File: src/sv/fpv_pkg.sv
// shared types and codes for the page framebuffer viewport
package fpv_pkg;

  // operation codes on the request func field
  localparam logic [2:0] FUNC_SET_PIXEL   = 3'd0;
  localparam logic [2:0] FUNC_CLEAR_PIXEL = 3'd1;
  localparam logic [2:0] FUNC_WRITE_BYTE  = 3'd2;
  localparam logic [2:0] FUNC_READ_BYTE   = 3'd3;
  localparam logic [2:0] FUNC_SCROLL      = 3'd4;
  localparam logic [2:0] FUNC_CLEAR_ALL   = 3'd5;

  // scroll directions
  localparam logic [1:0] DIR_UP    = 2'd0;
  localparam logic [1:0] DIR_DOWN  = 2'd1;
  localparam logic [1:0] DIR_LEFT  = 2'd2;
  localparam logic [1:0] DIR_RIGHT = 2'd3;

  // depth of the queue between front and back
  localparam int QUEUE_DEPTH = 2;

  // classified operation handed to the back end
  typedef enum logic [2:0] {
    OP_NOP,
    OP_SET,
    OP_CLR,
    OP_WRITE,
    OP_READ,
    OP_WIPE,
    OP_OOR
  } op_t;

  // queued command word: canvas column and page already resolved
  typedef struct packed {
    op_t        op;
    logic [7:0] col;
    logic [3:0] page;
    logic [7:0] data;
  } cmd_t;

  // back end sequencer states
  typedef enum logic [1:0] {
    BK_IDLE,
    BK_MODIFY,
    BK_CLEAR
  } bk_state_t;

endpackage

File: src/sv/fpv_req_if.sv
// request channel: one operation word per handshake
interface fpv_req_if;
  logic       valid;
  logic       ready;
  logic [2:0] func;
  logic [7:0] x;
  logic [6:0] y;
  logic [7:0] byte_data;
  logic [1:0] direction;
  logic [7:0] step;
  logic       wrap;

  modport source (output valid, func, x, y, byte_data, direction, step, wrap, input ready);
  modport sink (input valid, func, x, y, byte_data, direction, step, wrap, output ready);
endinterface

File: src/sv/fpv_front.sv
// front end: accepts requests, owns the viewport offsets, resolves canvas addresses
module fpv_front #(
  parameter int CANVAS_COLS  = 256,
  parameter int CANVAS_PAGES = 16,
  parameter int WINDOW_COLS  = 128,
  parameter int WINDOW_PAGES = 4
) (
  input  logic          clk,
  input  logic          rst,
  fpv_req_if.sink       req,
  input  logic          init_busy,
  output logic          push_valid,
  input  logic          push_ready,
  output fpv_pkg::cmd_t push_cmd
);

  localparam int COL_LIMIT  = (CANVAS_COLS > WINDOW_COLS) ? CANVAS_COLS - WINDOW_COLS : 0;
  localparam int PAGE_LIMIT = (CANVAS_PAGES > WINDOW_PAGES) ? CANVAS_PAGES - WINDOW_PAGES : 0;
  localparam int COL_HOME   = (CANVAS_COLS / 2 > WINDOW_COLS / 2) ?
                              CANVAS_COLS / 2 - WINDOW_COLS / 2 : 0;
  localparam int PAGE_HOME  = (CANVAS_PAGES / 2 > WINDOW_PAGES / 2) ?
                              CANVAS_PAGES / 2 - WINDOW_PAGES / 2 : 0;

  logic [7:0] column_offset;
  logic [7:0] column_offset_next;
  logic [3:0] page_offset;
  logic [3:0] page_offset_next;

  logic       fire;
  logic [8:0] col;
  logic       col_out;
  logic [4:0] page_pix;
  logic [7:0] page_byte;
  logic [8:0] page_up;
  logic [8:0] col_up;

  // no words taken while the power-up clearing pass runs
  assign req.ready  = push_ready && !init_busy;
  assign push_valid = req.valid && !init_busy;
  assign fire       = req.valid && req.ready;

  // canvas address in both forms
  assign col       = {1'b0, req.x} + {1'b0, column_offset};
  assign col_out   = (col >= 9'(CANVAS_COLS));
  assign page_pix  = {1'b0, req.y[6:3]} + {1'b0, page_offset};
  assign page_byte = {1'b0, req.y} + {4'b0, page_offset};

  // classify the word
  always_comb begin
    push_cmd.op   = fpv_pkg::OP_NOP;
    push_cmd.col  = col[7:0];
    push_cmd.page = page_byte[3:0];
    push_cmd.data = req.byte_data;
    unique case (req.func) inside
      fpv_pkg::FUNC_SET_PIXEL, fpv_pkg::FUNC_CLEAR_PIXEL: begin
        push_cmd.page = page_pix[3:0];
        push_cmd.data = 8'd1 << req.y[2:0];
        if (col_out || (page_pix >= 5'(CANVAS_PAGES))) begin
          push_cmd.op = fpv_pkg::OP_OOR;
        end else if (req.func == fpv_pkg::FUNC_SET_PIXEL) begin
          push_cmd.op = fpv_pkg::OP_SET;
        end else begin
          push_cmd.op = fpv_pkg::OP_CLR;
        end
      end
      fpv_pkg::FUNC_WRITE_BYTE, fpv_pkg::FUNC_READ_BYTE: begin
        if (col_out || (page_byte >= 8'(CANVAS_PAGES))) begin
          push_cmd.op = fpv_pkg::OP_OOR;
        end else if (req.func == fpv_pkg::FUNC_WRITE_BYTE) begin
          push_cmd.op = fpv_pkg::OP_WRITE;
        end else begin
          push_cmd.op = fpv_pkg::OP_READ;
        end
      end
      fpv_pkg::FUNC_CLEAR_ALL: begin
        push_cmd.op = fpv_pkg::OP_WIPE;
      end
      default: begin
        push_cmd.op = fpv_pkg::OP_NOP;
      end
    endcase
  end

  // scroll arithmetic, reaching an edge counts as crossing it
  assign page_up = {5'b0, page_offset} + {1'b0, req.step};
  assign col_up  = {1'b0, column_offset} + {1'b0, req.step};

  always_comb begin
    column_offset_next = column_offset;
    page_offset_next   = page_offset;
    if (fire && (req.func == fpv_pkg::FUNC_CLEAR_ALL)) begin
      column_offset_next = 8'(COL_HOME);
      page_offset_next   = 4'(PAGE_HOME);
    end else if (fire && (req.func == fpv_pkg::FUNC_SCROLL)) begin
      case (req.direction)
        fpv_pkg::DIR_UP: begin
          if (page_up >= 9'(PAGE_LIMIT)) begin
            page_offset_next = req.wrap ? 4'd0 : 4'(PAGE_LIMIT);
          end else begin
            page_offset_next = page_up[3:0];
          end
        end
        fpv_pkg::DIR_DOWN: begin
          if ({4'b0, page_offset} <= req.step) begin
            page_offset_next = req.wrap ? 4'(PAGE_LIMIT) : 4'd0;
          end else begin
            page_offset_next = page_offset - req.step[3:0];
          end
        end
        fpv_pkg::DIR_LEFT: begin
          if (col_up >= 9'(COL_LIMIT)) begin
            column_offset_next = req.wrap ? 8'd0 : 8'(COL_LIMIT);
          end else begin
            column_offset_next = col_up[7:0];
          end
        end
        default: begin
          if (column_offset <= req.step) begin
            column_offset_next = req.wrap ? 8'(COL_LIMIT) : 8'd0;
          end else begin
            column_offset_next = column_offset - req.step;
          end
        end
      endcase
    end
  end

  // viewport offset registers
  always_ff @(posedge clk) begin
    if (rst) begin
      column_offset <= 8'(COL_HOME);
      page_offset   <= 4'(PAGE_HOME);
    end else begin
      column_offset <= column_offset_next;
      page_offset   <= page_offset_next;
    end
  end

endmodule

File: src/flat_wrapper.sv
// flat-port wrapper written by rule: the top's interface ports become plain ports
module fpv_front_flat 
#(
  parameter int CANVAS_COLS  = 256,
  parameter int CANVAS_PAGES = 16,
  parameter int WINDOW_COLS  = 128,
  parameter int WINDOW_PAGES = 4
)
  (clk, rst, init_busy, push_valid, push_ready, push_cmd, req_valid, req_func, req_x, req_y, req_byte_data, req_direction, req_step, req_wrap, req_ready);
  fpv_req_if req_i ();
  input  logic clk;
  input  logic rst;
  input  logic init_busy;
  output logic push_valid;
  input  logic push_ready;
  output fpv_pkg::cmd_t push_cmd;
  input wire logic [$bits(req_i.valid)-1:0] req_valid;
  input wire logic [$bits(req_i.func)-1:0] req_func;
  input wire logic [$bits(req_i.x)-1:0] req_x;
  input wire logic [$bits(req_i.y)-1:0] req_y;
  input wire logic [$bits(req_i.byte_data)-1:0] req_byte_data;
  input wire logic [$bits(req_i.direction)-1:0] req_direction;
  input wire logic [$bits(req_i.step)-1:0] req_step;
  input wire logic [$bits(req_i.wrap)-1:0] req_wrap;
  output wire logic [$bits(req_i.ready)-1:0] req_ready;
  assign req_i.valid = req_valid;
  assign req_i.func = req_func;
  assign req_i.x = req_x;
  assign req_i.y = req_y;
  assign req_i.byte_data = req_byte_data;
  assign req_i.direction = req_direction;
  assign req_i.step = req_step;
  assign req_i.wrap = req_wrap;
  assign req_ready = req_i.ready;
  fpv_front #(.CANVAS_COLS(CANVAS_COLS), .CANVAS_PAGES(CANVAS_PAGES), .WINDOW_COLS(WINDOW_COLS), .WINDOW_PAGES(WINDOW_PAGES)) u_core (.clk(clk), .rst(rst), .req(req_i), .init_busy(init_busy), .push_valid(push_valid), .push_ready(push_ready), .push_cmd(push_cmd));
endmodule
File: config.mk
export PLATFORM = sky130hd
export DESIGN_NAME = fpv_front_flat
export DESIGN_NICKNAME = d
export VERILOG_FILES = /design/src/sv/fpv_pkg.sv /design/src/sv/fpv_req_if.sv /design/src/sv/fpv_front.sv /design/src/flat_wrapper.sv
export SDC_FILE = /design/constraint.sdc
export NUM_CORES = 1
export LEC_CHECK = 0
export ABC_AREA = 1
export CORE_AREA = 2 2 84 86
export CTS_BUF_LIST = sky130_fd_sc_hd__clkbuf_8
export CTS_CLUSTER_SIZE = 40
export DETAILED_ROUTE_END_ITERATION = 6
export DIE_AREA = 0 0 86 88
export DONT_BUFFER_PORTS = 1
export SYNTH_ARGS = -nofsm -noshare
export SYNTH_HDL_FRONTEND = slang
export SYNTH_SLANG_ARGS = --single-unit
File: constraint.sdc
create_clock -name clk -period 4 [get_ports clk]
set_input_delay 0.6 -clock clk [delete_from_list [all_inputs] [get_ports clk]]
set_output_delay 0.6 -clock clk [all_outputs]
set_load 0.005 [all_outputs]
==> impl_metrics.yaml <==
floorplan:
  io-pin-count: 67
  core_region_area_mm2: 0.00664
  initial_core_util_pct: 39.5
  row_count: 30
  die_area_mm2: 0.00757
  die_h_um: 88
  fp.dieW_um: 86
logic_synthesis:
  synthFlopType: "dfxtp_1"
  yosysWarnings: 0
  syn_inst: 422
  seq_area_frac_synth_pct: 9.16
  syn_area_mm2: 0.00262
  synth-edff-count: 0
  ys_seq_elements: 12
  yosysTopAreaCell: "ha_1"
  synth.avg_cell_area_um2: 6.21
  synthDistinctLibCells: 36
  yosys.area.top_type_share_pct: 19.1
  yosys-top-cells-area: "ha_1, nand2_1, dfxtp_1"
  async_reset_ff_share_pct: 0
  syn-num-nets: 511
clocking:
  clockRootBuffer: "clkbuf_8"
  hold_buffers: 0
  postCtsSetupBuffers: 0
  cts_tree: "done"
  ctsLongestPathBuffers: 2
  cts.sinks: 12
  clk_pin_slew_ps: 60
  post_cts_resized: 0
  cts_max_level: 1
  cts_buffers: 3
  clkLatencyLatePin_ps: 240
routing:
  post_drt_via_cell_ratio: 5.29
  vias: 2656
  wl_um: 7090
  drtIter0Drc: 88
  drc: 0
  wire_per_inst_um: 14.1
  firstDrtPassIters: 4
  antenna_left: 0
layout:
  post-route-util_pct: 41.4
  final_area_mm2: 0.00275
  final_nets: 512
  diodes: 0
  instances_no_fill: 502
  synthToLayoutAreaGrowth_pct: 4.92
  layout-drive-gt1-share_pct: 7.35
worst_setup_path:
  worstSetupPathType: "reg -> out"
  worstPathMaxFanout: 4
  worst_r2r_endpoint: "u_core.page_offset[2]$_SDFFE_PP1P_"
  r2r_slack_ps: 1840
  reg2regPathDepth: 14
  slowest_stage: "fa_1"
  reg2reg_from: "u_core.page_offset[0]$_SDFFE_PP0P_"
  crit_path_frequent_cell: "nand3_1"
  end_kind: "output pin"
  worstPathRequired_ps: 3400
  cp_top_family: "adder cells"
  critPathArrivalTime_ps: 2130
  crit_buf_inv: 0
  cpPeakStageDelay_ps: 410
  crit_chain: "ha_1 > fa_1 > nand3_1 > nand2_1 > nand2_1 > o211a_1 > nand3_1 > o21bai_1 > nand3_1"
  start_kind: "flip-flop"
min_path:
  hp-class: "reg -> reg"
  min-delay-start: "u_core.column_offset[0]$_SDFFE_PP0P_"
  min_to: "u_core.column_offset[0]$_SDFFE_PP0P_"
  whs_path_depth: 2
timing:
  tightestPinTransition_ps: 866
  fmax_mhz: 367
  final-max-slew-violation-count: 0
  fin_skew_ps: 1.66
  rsz0062_at_grt: "no"
  period_needed_ps: 2730
  setup_ws_ps: 1270
  slew_headroom_pct: 42.0
  worst_hold_slack_ps: 552
  hold_violations: 0
  setup_viol: 0
  fin_tns_setup_ps: 0
  fin_crit_sh_pct: 68.2
grt:
  grt_usage_pct: 19.2
  grt_pass1_wl_um: 11700
  grt_antenna_before_repair: 0
  grt_pass1_vias: 2539
  grt_max_degree: 18
  grt-ovfl-total: 0
placement:
  place.port_buffers: 0
  place_area_mm2: 0.00270
  gp_congestion: 0.900
  post-place-ws_ps: 1300
  dp_hpwl_um: 6000
  dpl.cell_count: 498
power:
  p_total_mw: 0.418
  leakagePower_nw: 1.47
  powerDensity_mw_per_mm2: 152
  vdd_drop_max_mv: 0.113
status:
  status: "complete, no violations"
run:
  drv_cap: 0
## final cells by class
cell class	instances	area (µm²)
tap	80	100
sequential	12	240
multi-input combinational	337	2100
clock buffer	4	55.1
fill	727	3890
inverter	69	259
## cell usage in the layout, fill, tap and decap left out
| cell | count |
|---|---|
| fa_1 | 7 |
| dfxtp_1 | 12 |
| o221ai_1 | 1 |
| nor2_2 | 1 |
| o21ba_2 | 1 |
| nor2_1 | 35 |
| o21bai_1 | 4 |
| o211ai_1 | 3 |
| clkbuf_8 | 4 |
| o21ai_2 | 1 |
| inv_1 | 64 |
| or2_2 | 3 |
| nor3_1 | 7 |
| o21ai_0 | 22 |
| o211a_1 | 1 |
| o22ai_1 | 1 |
| nand4_1 | 5 |
| a21oi_2 | 7 |
| o21a_1 | 1 |
| xnor2_1 | 1 |
| nand3b_1 | 2 |
| o21ai_1 | 1 |
| nand2_2 | 6 |
| nand2_1 | 106 |
| o311ai_0 | 1 |
| nor3_2 | 1 |
| a21oi_1 | 29 |
| a21o_1 | 1 |
| a31oi_1 | 4 |
| xor2_1 | 14 |
| ha_1 | 40 |
| nand3_4 | 1 |
| nand3_1 | 29 |
| inv_2 | 5 |
| nor2_4 | 1 |
## worst register-to-register path, stage by stage (launching register included)
cell	delay [ps]
dfxtp_1	380
ha_1	240
fa_1	420
inv_1	110
nand2_1	80
nand3_1	110
nand2_1	60
inv_1	50
nand2_1	50
nor2_1	120
nand2_1	110
nand2_1	90
nand2_1	50
nor2_1	110
o21ai_0	80
## synthesized netlist by cell type, types with 2 or more instances
master / count
nand3_1: 29
or2_2: 3
dfxtp_1: 12
o211ai_1: 3
buf_4: 3
nor3_1: 7
nor2_1: 35
nand2_1: 106
ha_1: 40
o21bai_1: 4
xor2_1: 14
nand3b_1: 2
nand2_2: 6
o21ai_0: 22
inv_2: 5
a21oi_1: 29
a21oi_2: 7
nand4_1: 5
inv_1: 64
fa_1: 7
a31oi_1: 4
## state kept, by name, summed over array words and instances, names as in the netlist
name	count
u_core.column_offset	8
u_core.page_offset	4
## layer usage
metal | vias to the layer above | global-route usage [%] | share of wire (%)
li1 | 1372 | - | -
met1 | 1177 | 22.2 | 43
met2 | 89 | 35.8 | 48
met3 | 18 | 2.64 | 5.7
met4 | 0 | 6.93 | 3.1
met5 | - | 0 | 0
## report_power, final
group          leakage (nW)  switching [mW]  total [mW]  internal (mW)
clock network        0.0288          0.0501       0.137         0.0871
registers            0.0968         0.00147       0.122          0.120
logic                  1.35           0.103       0.159         0.0557
total                  1.47           0.155       0.418          0.263
## worst max-delay path by stage
stage	from	endpoint	slack [ps]	cells after the start
4_1_cts	u_core.column_offset[0]$_SDFFE_PP0P_	push_cmd[22]	1260	9
3_5_place_dp	req_x[0]	push_cmd[22]	1300	9
3_3_place_gp	req_x[0]	push_cmd[21]	1340	9
2_1_floorplan	req_x[0]	push_cmd[22]	1540	9
5_1_grt	u_core.column_offset[0]$_SDFFE_PP0P_	push_cmd[21]	1110	9
6_report	u_core.column_offset[0]$_SDFFE_PP0P_	push_cmd[22]	1270	9
## cell families after synthesis
family	Yosys count	share of synthesized area, %
AO/OA/AOI/OAI	78	17.8
XOR/XNOR	15	5.01
AND/OR/NAND/NOR	197	32.7
buffers and inverters	73	10.9
adder cells (fa/ha/maj)	47	24.4
flip-flops	12	9.16
No activity file was read; power rests on OpenSTA's default activity.
