`src/sv/fpv_pkg.sv`:
```
// shared types and codes for the page framebuffer viewport
package fpv_pkg;

  // operation codes on the request func field
  localparam logic [2:0] FUNC_SET_PIXEL   = 3'd0;
  localparam logic [2:0] FUNC_CLEAR_PIXEL = 3'd1;
  localparam logic [2:0] FUNC_WRITE_BYTE  = 3'd2;
  localparam logic [2:0] FUNC_READ_BYTE   = 3'd3;
  localparam logic [2:0] FUNC_SCROLL      = 3'd4;
  localparam logic [2:0] FUNC_CLEAR_ALL   = 3'd5;

  // scroll directions
  localparam logic [1:0] DIR_UP    = 2'd0;
  localparam logic [1:0] DIR_DOWN  = 2'd1;
  localparam logic [1:0] DIR_LEFT  = 2'd2;
  localparam logic [1:0] DIR_RIGHT = 2'd3;

  // depth of the queue between front and back
  localparam int QUEUE_DEPTH = 2;

  // classified operation handed to the back end
  typedef enum logic [2:0] {
    OP_NOP,
    OP_SET,
    OP_CLR,
    OP_WRITE,
    OP_READ,
    OP_WIPE,
    OP_OOR
  } op_t;

  // queued command word: canvas column and page already resolved
  typedef struct packed {
    op_t        op;
    logic [7:0] col;
    logic [3:0] page;
    logic [7:0] data;
  } cmd_t;

  // back end sequencer states
  typedef enum logic [1:0] {
    BK_IDLE,
    BK_MODIFY,
    BK_CLEAR
  } bk_state_t;

endpackage

```
`src/sv/fpv_queue.sv`:
```
// short command queue between front and back
module fpv_queue (
  input  logic          clk,
  input  logic          rst,
  input  logic          push_valid,
  output logic          push_ready,
  input  fpv_pkg::cmd_t push_cmd,
  output logic          pop_valid,
  input  logic          pop_ready,
  output fpv_pkg::cmd_t pop_cmd
);

  localparam int DEPTH = fpv_pkg::QUEUE_DEPTH;
  localparam int PTR_W = (DEPTH > 1) ? $clog2(DEPTH) : 1;
  localparam int CNT_W = $clog2(DEPTH + 1);

  fpv_pkg::cmd_t slots [DEPTH];
  logic [PTR_W-1:0] wr_ptr;
  logic [PTR_W-1:0] rd_ptr;
  logic [CNT_W-1:0] count;
  logic             do_push;
  logic             do_pop;

  assign push_ready = (count != CNT_W'(DEPTH));
  assign pop_valid  = (count != '0);
  assign pop_cmd    = slots[rd_ptr];
  assign do_push    = push_valid && push_ready;
  assign do_pop     = pop_valid && pop_ready;

  // storage
  always_ff @(posedge clk) begin
    if (do_push) begin
      slots[wr_ptr] <= push_cmd;
    end
  end

  // pointers and fill count
  always_ff @(posedge clk) begin
    if (rst) begin
      wr_ptr <= '0;
      rd_ptr <= '0;
      count  <= '0;
    end else begin
      if (do_push) begin
        wr_ptr <= (wr_ptr == PTR_W'(DEPTH - 1)) ? '0 : wr_ptr + 1'b1;
      end
      if (do_pop) begin
        rd_ptr <= (rd_ptr == PTR_W'(DEPTH - 1)) ? '0 : rd_ptr + 1'b1;
      end
      if (do_push && !do_pop) begin
        count <= count + 1'b1;
      end else if (do_pop && !do_push) begin
        count <= count - 1'b1;
      end
    end
  end

endmodule

```
`config.mk`:
```
export PLATFORM = sky130hd
export DESIGN_NAME = fpv_queue
export DESIGN_NICKNAME = d
export VERILOG_FILES = /design/src/sv/fpv_pkg.sv /design/src/sv/fpv_queue.sv
export SDC_FILE = /design/constraint.sdc
export NUM_CORES = 1
export LEC_CHECK = 0
export BUFFER_PORTS_ARGS = -buffer_cell sky130_fd_sc_hd__buf_4
export CAP_MARGIN = 20
export CORE_UTILIZATION = 54
export DETAILED_ROUTE_END_ITERATION = 6
export PLACE_DENSITY = 0.87
export SKIP_CTS_REPAIR_TIMING = 1
export SYNTH_ARGS = -nofsm -noshare
export SYNTH_HDL_FRONTEND = slang
export SYNTH_SLANG_ARGS = --single-unit
```
`constraint.sdc`:
```
create_clock -name clk -period 3.72 [get_ports clk]
set_clock_uncertainty 0.2 [all_clocks]
set_input_delay 0.558 -clock clk [delete_from_list [all_inputs] [get_ports clk]]
set_output_delay 0.558 -clock clk [all_outputs]
set_load 0.05 [all_outputs]
```
==> results of run 1 <==
[cells by family after synthesis]
kind of cell,count (synthesis),share of synthesized area (%)
compound gates,5,1.60
xor+xnor,3,1.40
fa+ha+maj,1,0.668
buf+inv,3,0.735
flops,51,79.1
mux,23,13.8
simple gates,9,2.67
[layout make-up]
| cell class | instances | area, sq um |
|---|---|---|
| well taps | 46 | 57.6 |
| repair buffers | 51 | 383 |
| fillers | 238 | 957 |
| multi-input cells | 41 | 378 |
| inverters | 1 | 3.75 |
| clock buffers | 5 | 37.5 |
| flip-flops and latches | 51 | 1480 |
| clock inverters | 3 | 38.8 |
[how the worst max path moves through the flow]
stage	to	slack, ns	start	cells past startpoint
floorplan	slots[1][0]	1.53	count[0]	2
global placement	pop_cmd[0]	1.36	register	2
detailed placement	pop_cmd[0]	1.37	register	2
CTS	pop_cmd[18]	0.95	register	2
global route	pop_cmd[13]	0.85	register	2
finish	pop_cmd[18]	0.99	register	2
[worst max-delay path, stage by stage, from the launching register on]
cell and delay (ns):
dfxtp_1 0.99, mux2_2 0.43, buf_4 0.19
[synthesized netlist by cell type]
master	n
edfxtp_1	46
mux2_2	23
dfxtp_1	5
nor2_1	3
xor2_1	3
a21oi_1	2
buf_2	2
o21ai_0	2
a21bo_2	1
and2_1	1
and3_1	1
ha_1	1
inv_1	1
nand2b_1	1
nand3b_1	1
or2_2	1
or3_1	1
[stage by stage]
stage / cells / utilization, %
final: 198 / 71.3
after global routing: 198 / 71.3
after CTS: 198 / 71.3
after detailed placement: 190 / 69.0
after global placement: 190 / 69.0
after floorplan: 95 / -
[placed cells by master (no fill, tap or decap), types with 2 or more instances in the layout]
cell type / synthesis / layout
buf_4: 0 / 51
edfxtp_1: 46 / 46
mux2_2: 23 / 23
dfxtp_1: 5 / 5
clkbuf_4: 0 / 5
xor2_1: 3 / 3
nor2_1: 3 / 3
o21ai_0: 2 / 2
a21oi_1: 2 / 2
[power by group through the flow]
stage | logic [mW] | clock network, mW | registers, mW
5_1_grt | 0.736 | 0.326 | 0.794
2_1_floorplan | 0.537 | 0 | 0.754
4_1_cts | 0.703 | 0.306 | 0.780
6_report | 0.696 | 0.296 | 0.778
3_3_place_gp | 0.688 | 0 | 0.788
3_5_place_dp | 0.701 | 0 | 0.793
[metal layers]
metal  track usage [%]  share of wire [%]  vias up
met5                 0                  0        -
met4              10.7                2.1        0
met3              5.33                6.0        7
met2              28.9                 53       34
met1              19.8                 39      482
li1                  -                  -      474
[registers in the layout (all words and copies together), names as in the netlist, named ones only]
signal  cells
slots      46
count       2
rd_ptr      1
wr_ptr      1
==> impl_metrics.yaml, run 1 <==
power:
  ir_drop_v: 0.000499
  clkPwrFrac_pct: 16.7
  powerDensity_nw_per_um2: 744
  seq_power_share_pct: 43.9
  combPwrFrac_pct: 39.3
  p_total_mw: 1.77
  power_leakage_nw: 0.903
  switching_share_pct: 37.7
  p_int_mw: 1.10
  p_sw_uw: 667
sta:
  worst_pin_slew_ns: 1.04
  relSlewSlack_pct: 30.9
  setup_slack_ns: 0.986
  hold_ws_ns: 0.181
  drv_slew: 0
  grt_setup_unrepaired: "false"
  hold_viol_final: 0
  setup_violations: 0
  setup_tns_ns: 0
  final.period_utilization_pct: 73.5
  fmax_mhz: 366
  period_needed_ns: 2.73
logic_synthesis:
  syn_nets: 123
  avgSynthCellArea_sq_um: 19.7
  synthTopCellsByArea: "edfxtp_1 (74%), mux2_2 (14%), dfxtp_1 (5.3%)"
  synth_seq_cells: 51
  syn_inst: 95
  synth_top_area_share_pct: 73.7
  mappedNetlistArea_sq_um: 1870
  ys_types: 17
  yosysWarnings: 0
  synth_top_cell_by_area: "edfxtp_1"
  synth-seq-area-share_pct: 79.1
floorplanning:
  die_w_um: 60.9
  initial_core_util_pct: 56.1
  row_count: 21
  fp.coreArea_sq_um: 3340
  io_pins: 52
  die_h_um: 60.9
  die_area_sq_um: 3710
setup_path:
  arrival_ns: 1.98
  rr_worst_depth: 2
  reg2reg_slack_ns: 1.61
  crit_type: "register to primary output"
  worstSetupEndpointType: "primary output"
  crit_required_ns: 2.96
  r2r_end: "slots[1][8]"
  crit_path_start_kind: "register"
  crit_fanout: 23
  timing.rr.start: "count[0]"
cts:
  htreeDepth: 2
  root_buffer: "clkbuf_4"
  clockBufferDepth: 2
  clk_latency_ns: 0.35
  clock-sinks: 51
  cts_made_buffers: 5
  cts_tree: "yes"
  clkTransAtPathRegs_ns: 0.13
routing:
  finalWirelength_um: 2930
  first_iter_violations: 35
  firstDrtPassIters: 4
  via_count: 997
  viasPerCell: 5.04
  post_drt_wl_per_cell_um: 14.8
  drcViolationCount: 0
  ant_nets: 0
place:
  place_area_sq_um: 2300
  globalplace.congestion: 0.670
  preCtsSetupSlack_ns: 1.37
  port-buffer-count: 51
outcome:
  outcome: "finished clean"
global_routing:
  grt_pass1_wl_um: 4400
  antenna_found_initial: 0
  gr-usage-all-layers_pct: 17.4
  grt_max_degree: 24
  grt_pass1_vias: 1030
  overflow: 0
final_layout:
  final_area_sq_um: 2380
  diodes: 0
  final_nets: 179
  area_delta_synth_final_pct: 27.1
  layout-drive-gt1-share_pct: 54.6
min_path:
  hold_depth: 1
  worstHoldStart: "push_cmd[5]"
  min_to: "slots[1][5]"
  hp-class: "primary input to register"
flow_run:
  cap_viol_max_count: 0
(Power assumes the default switching activity.)
==> inputs of run 2 (changes only) <==
--- a/config.mk
+++ b/config.mk
@@ -7,9 +7,9 @@
 export LEC_CHECK = 0
 export BUFFER_PORTS_ARGS = -buffer_cell sky130_fd_sc_hd__buf_4
 export CAP_MARGIN = 20
-export CORE_UTILIZATION = 54
+export CORE_UTILIZATION = 46
 export DETAILED_ROUTE_END_ITERATION = 6
-export PLACE_DENSITY = 0.87
+export PLACE_DENSITY = 0.79
 export SKIP_CTS_REPAIR_TIMING = 1
 export SYNTH_ARGS = -nofsm -noshare
 export SYNTH_HDL_FRONTEND = slang
==> constraint.sdc (replaced) <==
create_clock -name clk -period 2.3 [get_ports clk]
set_clock_uncertainty 0.2 [all_clocks]
set_input_delay 0.345 -clock clk [delete_from_list [all_inputs] [get_ports clk]]
set_output_delay 0.345 -clock clk [all_outputs]
set_load 0.05 [all_outputs]
==> run 2 against run 1 <==
Register-to-register slack got worse by 1.2 ns. Setup slack got worse by 0.78 ns. Total power increased by 64%. Highest routed layer unchanged.
==> impl_metrics.yaml, run 2 (synthesized netlist as in run 1, its figures left out) <==
outcome:
  outcome: "finished clean"
power:
  p_total_mw: 2.90
  combPwrFrac_pct: 41.7
  ir_drop_v: 0.000903
  p_sw_mw: 1.10
  power_leakage_nw: 0.928
  powerDensity_nw_per_um2: 1190
  clkPwrFrac_pct: 16.5
  p_int_mw: 1.80
  seq_power_share_pct: 41.8
  switching_share_pct: 37.8
flow_run:
  cap_viol_max_count: 0
min_path:
  hp-class: "primary input to register"
  worstHoldStart: "push_cmd[9]"
  min_to: "slots[1][9]"
  hold_depth: 1
setup_path:
  reg2reg_slack_ns: 0.44
  crit_path_start_kind: "register"
  rr_worst_depth: 5
  timing.rr.start: "count[0]"
  crit_fanout: 21
  worstSetupEndpointType: "primary output"
  r2r_end: "count[1]"
  arrival_ns: 1.55
  crit_type: "register to primary output"
  crit_required_ns: 1.75
sta:
  final.period_utilization_pct: 91.2
  setup_tns_ns: 0
  relSlewSlack_pct: 68.5
  setup_violations: 0
  fmax_mhz: 476
  grt_setup_unrepaired: "false"
  worst_pin_slew_ns: 0.473
  period_needed_ns: 2.10
  hold_viol_final: 0
  drv_slew: 0
final_layout:
  area_delta_synth_final_pct: 29.7
  nFillCells: 286
  diodes: 0
  final_nets: 183
  reg_top3: "slots (46), count (2)"
  layout-drive-gt1-share_pct: 55.1
  final_common_cell: "buf_4"
  final_cell_mix: "buf_4 (54), edfxtp_1 (46), mux2_2 (23), dfxtp_1 (5), clkbuf_8 (5)"
  largest_reg_flops: 46
  final_area_sq_um: 2430
  top_register: "slots"
floorplanning:
  fp.coreArea_sq_um: 3770
  io_pins: 52
  row_count: 22
  die_w_um: 65.8
  die_h_um: 65.8
  initial_core_util_pct: 49.7
  die_area_sq_um: 4330
global_routing:
  grt_pass1_vias: 1082
  grt_max_degree: 22
  antenna_found_initial: 0
  grt_pass1_wl_um: 4770
  gr-usage-all-layers_pct: 15.5
  overflow: 0
cts:
  clk_latency_ns: 0.29
  root_buffer: "clkbuf_8"
  cts_tree: "yes"
  clockBufferDepth: 2
  clock-sinks: 51
  cts_made_buffers: 5
  clkTransAtPathRegs_ns: 0.09
  htreeDepth: 2
routing:
  viasPerCell: 4.97
  via_count: 1014
  firstDrtPassIters: 4
  first_iter_violations: 29
  drcViolationCount: 0
  ant_nets: 0
  post_drt_wl_per_cell_um: 15.3
  finalWirelength_um: 3120
place:
  dp_hpwl_um: 2170
  globalplace.congestion: 0.659
  port-buffer-count: 51
  place_area_sq_um: 2350
[run 2: how the worst max path moves through the flow]
stage	start	end	slack, ns	cells after the start
2_1_floorplan	count[0]	slots[1][0]	0.11	2
3_3_place_gp	register	pop_cmd[1]	0.55	3
3_5_place_dp	count[0]	slots[0][5]	0.45	4
4_1_cts	register	pop_cmd[1]	0.18	3
5_1_grt	register	pop_cmd[4]	0.13	3
6_report	register	pop_cmd[1]	0.20	3
[run 2: per-layer routing]
| metal | vias to the layer above | wire (um) | GRT usage, % | part of all wire, % |
|---|---|---|---|---|
| met3 | 6 | 136 | 4.14 | 4.4 |
| li1 | 481 | - | - | - |
| met2 | 28 | 1730 | 27.0 | 55 |
| met1 | 499 | 1190 | 17.3 | 38 |
| met5 | - | 0 | 0 | 0 |
| met4 | 0 | 61 | 8.15 | 2.0 |
[run 2: stage by stage]
step | std cells | hold WS, ns | setup WS [ns] | util [%]
final | 204 | 0.0256 | 0.201 | 64.4
after global routing | 204 | 0.00833 | 0.128 | 64.4
after CTS | 204 | 0.0195 | 0.185 | 64.4
after detailed placement | 196 | 0.303 | 0.450 | 62.3
after global placement | 196 | 0.287 | 0.550 | 62.3
after floorplan | 95 | 0.214 | 0.110 | -
[run 2: cell type report]
| type | count | area (sq um) | area share (%) |
|---|---|---|---|
| inverters | 1 | 3.75 | 0.154 |
| well taps | 48 | 60.1 | 2.47 |
| clock inverters | 1 | 5.00 | 0.206 |
| repair buffers | 55 | 425 | 17.5 |
| flip-flops and latches | 51 | 1480 | 61.0 |
| clock buffers | 7 | 76.3 | 3.14 |
| multi-input cells | 41 | 378 | 15.6 |
[run 2: worst max-delay path: stages (launching register included)]
cell	delay (ns)
dfxtp_1	0.37
buf_4	0.31
mux2_2	0.38
buf_4	0.19
[run 2: power groups by stage]
| stage | Combinational (mW) | Sequential, mW | Clock [mW] |
|---|---|---|---|
| finish | 1.21 | 1.21 | 0.478 |
| global route | 1.27 | 1.23 | 0.520 |
| CTS | 1.22 | 1.21 | 0.486 |
| detailed placement | 1.21 | 1.23 | 0 |
| global placement | 1.20 | 1.22 | 0 |
| floorplan | 0.869 | 1.22 | 0 |
==> inputs of run 3 (changes only) <==
--- a/config.mk
+++ b/config.mk
@@ -5,11 +5,12 @@
 export SDC_FILE = /design/constraint.sdc
 export NUM_CORES = 1
 export LEC_CHECK = 0
+export ABC_AREA = 1
 export BUFFER_PORTS_ARGS = -buffer_cell sky130_fd_sc_hd__buf_4
 export CAP_MARGIN = 20
-export CORE_UTILIZATION = 46
+export CORE_UTILIZATION = 55
 export DETAILED_ROUTE_END_ITERATION = 6
-export PLACE_DENSITY = 0.79
+export PLACE_DENSITY = 0.88
 export SKIP_CTS_REPAIR_TIMING = 1
 export SYNTH_ARGS = -nofsm -noshare
 export SYNTH_HDL_FRONTEND = slang
==> constraint.sdc (replaced) <==
create_clock -name clk -period 2.45 [get_ports clk]
set_clock_uncertainty 0.2 [all_clocks]
set_input_delay 0.3675 -clock clk [delete_from_list [all_inputs] [get_ports clk]]
set_output_delay 0.3675 -clock clk [all_outputs]
set_load 0.05 [all_outputs]
==> run 3 against run 2 <==
Flip-flop and latch count unchanged. Cell count is 17% higher. Non-clock buffer count increased by 25.
==> impl_metrics.yaml, run 3 <==
cts:
  cts_tree: "yes"
  clkTransAtPathRegs_ns: 0.12
  clockBufferDepth: 2
  htreeDepth: 2
  root_buffer: "clkbuf_4"
  cts_made_buffers: 5
  clk_latency_ns: 0.35
  clock-sinks: 51
routing:
  dr.max_layer_used: "met4"
  wl_met3_um: 183
  viasPerCell: 4.90
  met2_length_um: 1900
  first_iter_violations: 41
  ant_nets: 0
  drcViolationCount: 0
  via_count: 1167
  finalWirelength_um: 3440
  met1Wirelength_um: 1290
  firstDrtPassIters: 4
  post_drt_wl_per_cell_um: 14.5
sta:
  final.period_utilization_pct: 83.3
  worst_pin_slew_ns: 0.210
  hold_ws_ns: 0.104
  grt_setup_unrepaired: "false"
  setup_slack_ns: 0.410
  setup_tns_ns: 0
  drv_slew: 0
  fmax_mhz: 490
  period_needed_ns: 2.04
  hold_viol_final: 0
  relSlewSlack_pct: 85.8
  setup_violations: 0
place:
  preCtsSetupSlack_ns: 0.750
  port-buffer-count: 51
  place_area_sq_um: 2370
  dp.cells: 207
  globalplace.congestion: 0.657
  dp_hpwl_um: 2240
flow_run:
  cap_viol_max_count: 0
final_layout:
  multi_input_area_sq_um: 373
  seqCellArea_sq_um: 1480
  diodes: 0
  stdcell_count: 238
  reg_top3: "slots (46), count (2)"
  area_delta_synth_final_pct: 39.1
  layout-drive-gt1-share_pct: 44.8
  final_common_cell: "buf_4"
  final_nets: 221
  final_area_sq_um: 2650
  nFillCells: 175
  top_register: "slots"
  largest_reg_flops: 46
  final_cell_mix: "buf_4 (57), edfxtp_1 (46), mux2_2 (23), dlygate4sd3_1 (23), nand2_1 (9)"
  final_util_pct: 83.3
power:
  powerDensity_nw_per_um2: 986
  seq_power_share_pct: 43.6
  p_total_mw: 2.61
  p_int_mw: 1.60
  power_leakage_nw: 1.04
  switching_share_pct: 38.5
  clkPwrFrac_pct: 13.1
  ir_drop_v: 0.000761
  combPwrFrac_pct: 43.3
  p_sw_mw: 1.01
logic_synthesis:
  synth_seq_cells: 51
  ys_types: 12
  synthArstFlopShare_pct: 0
  synth-edff-count: 46
  syn_inst: 108
  mappedNetlistArea_sq_um: 1900
  yosysWarnings: 0
  synthTopCellsByArea: "edfxtp_1 (73%), mux2_2 (14%), dfxtp_1 (5.3%)"
  synth_top_area_share_pct: 72.6
  syn_nets: 136
  synth-seq-area-share_pct: 77.9
  synth-main-ff-cell: "edfxtp_1"
  synthTopCellsByCount: "edfxtp_1 (46), mux2_2 (23), nand2_1 (9)"
  yosysMostFrequentCell: "edfxtp_1"
  avgSynthCellArea_sq_um: 17.6
  synth_top_cell_by_area: "edfxtp_1"
setup_path:
  crit_top_cell: "buf_4"
  crit_family: "buffers and inverters"
  crit_required_ns: 1.88
  critPathMaxStageDelay_ns: 0.37
  worstSetupEndpointType: "primary output"
  arrival_ns: 1.47
  crit_path_top_delay_cell: "mux2_2"
  crit_cells: 3
  crit_fanout: 13
  crit_type: "register to primary output"
  crit_path_start_kind: "register"
  path_cells: "buf_4 -> mux2_2 -> buf_4"
  rr_worst_depth: 10
  crit_buf_inv: 2
global_routing:
  grt_pass1_wl_um: 4740
  grt_max_degree: 15
  gr-usage-all-layers_pct: 19.1
  overflow: 0
  grt_pass1_vias: 1119
  antenna_found_initial: 0
floorplanning:
  io_pins: 52
  die_area_sq_um: 3700
  fp.coreArea_sq_um: 3180
  initial_core_util_pct: 59.8
  die_h_um: 60.8
  die_w_um: 60.8
  row_count: 20
min_path:
  hp-class: "primary input to register"
  hold_depth: 4
outcome:
  outcome: "finished clean"
[run 3: power groups by stage]
stage	registers, mW	clock network (mW)	logic (mW)
final	1.14	0.342	1.13
after global routing	1.15	0.383	1.20
after CTS	1.14	0.354	1.10
after detailed placement	1.16	0	1.10
after global placement	1.15	0	1.07
after floorplan	1.15	0	0.785
[run 3: layout make-up]
type / instances / share of cell area, %
Clock buffer: 8 / 1.84
Tap cell: 44 / 2.08
Multi-Input combinational cell: 47 / 14.1
Sequential cell: 51 / 56.0
Timing Repair Buffer: 80 / 24.9
Inverter: 8 / 1.13
[run 3: cell families (layout without fill, tap and decap cells)]
| group | after synthesis | after routing | share of synthesized area (%) |
|---|---|---|---|
| AO/OA/AOI/OAI | 4 | 4 | 1.05 |
| adder cells (fa/ha/maj) | 1 | 1 | 0.658 |
| buffers and inverters | 10 | 96 | 2.76 |
| multiplexers | 23 | 23 | 13.6 |
| flip-flops | 51 | 51 | 77.9 |
| AND/OR/NAND/NOR | 19 | 19 | 4.01 |
[run 3: final timing paths]
check,start,endpoint,slack (ns)
setup reg to reg,count[0],count[1],0.71
setup / recovery,register,pop_cmd[8],0.41
hold / removal,rst,count[1],0.10
hold reg to reg,wr_ptr,wr_ptr,0.34
[run 3: tightest hold or removal path, delay by kind of cell]
kind          cells  cell delay, ns
simple gates      2            0.12
buf+inv           2            0.14
[run 3: metal layers]
layer  GRT usage [%]  up-vias
met4            10.1        0
met5               0        -
met1            21.0      540
met3            6.82       10
li1                -      565
met2            32.5       52
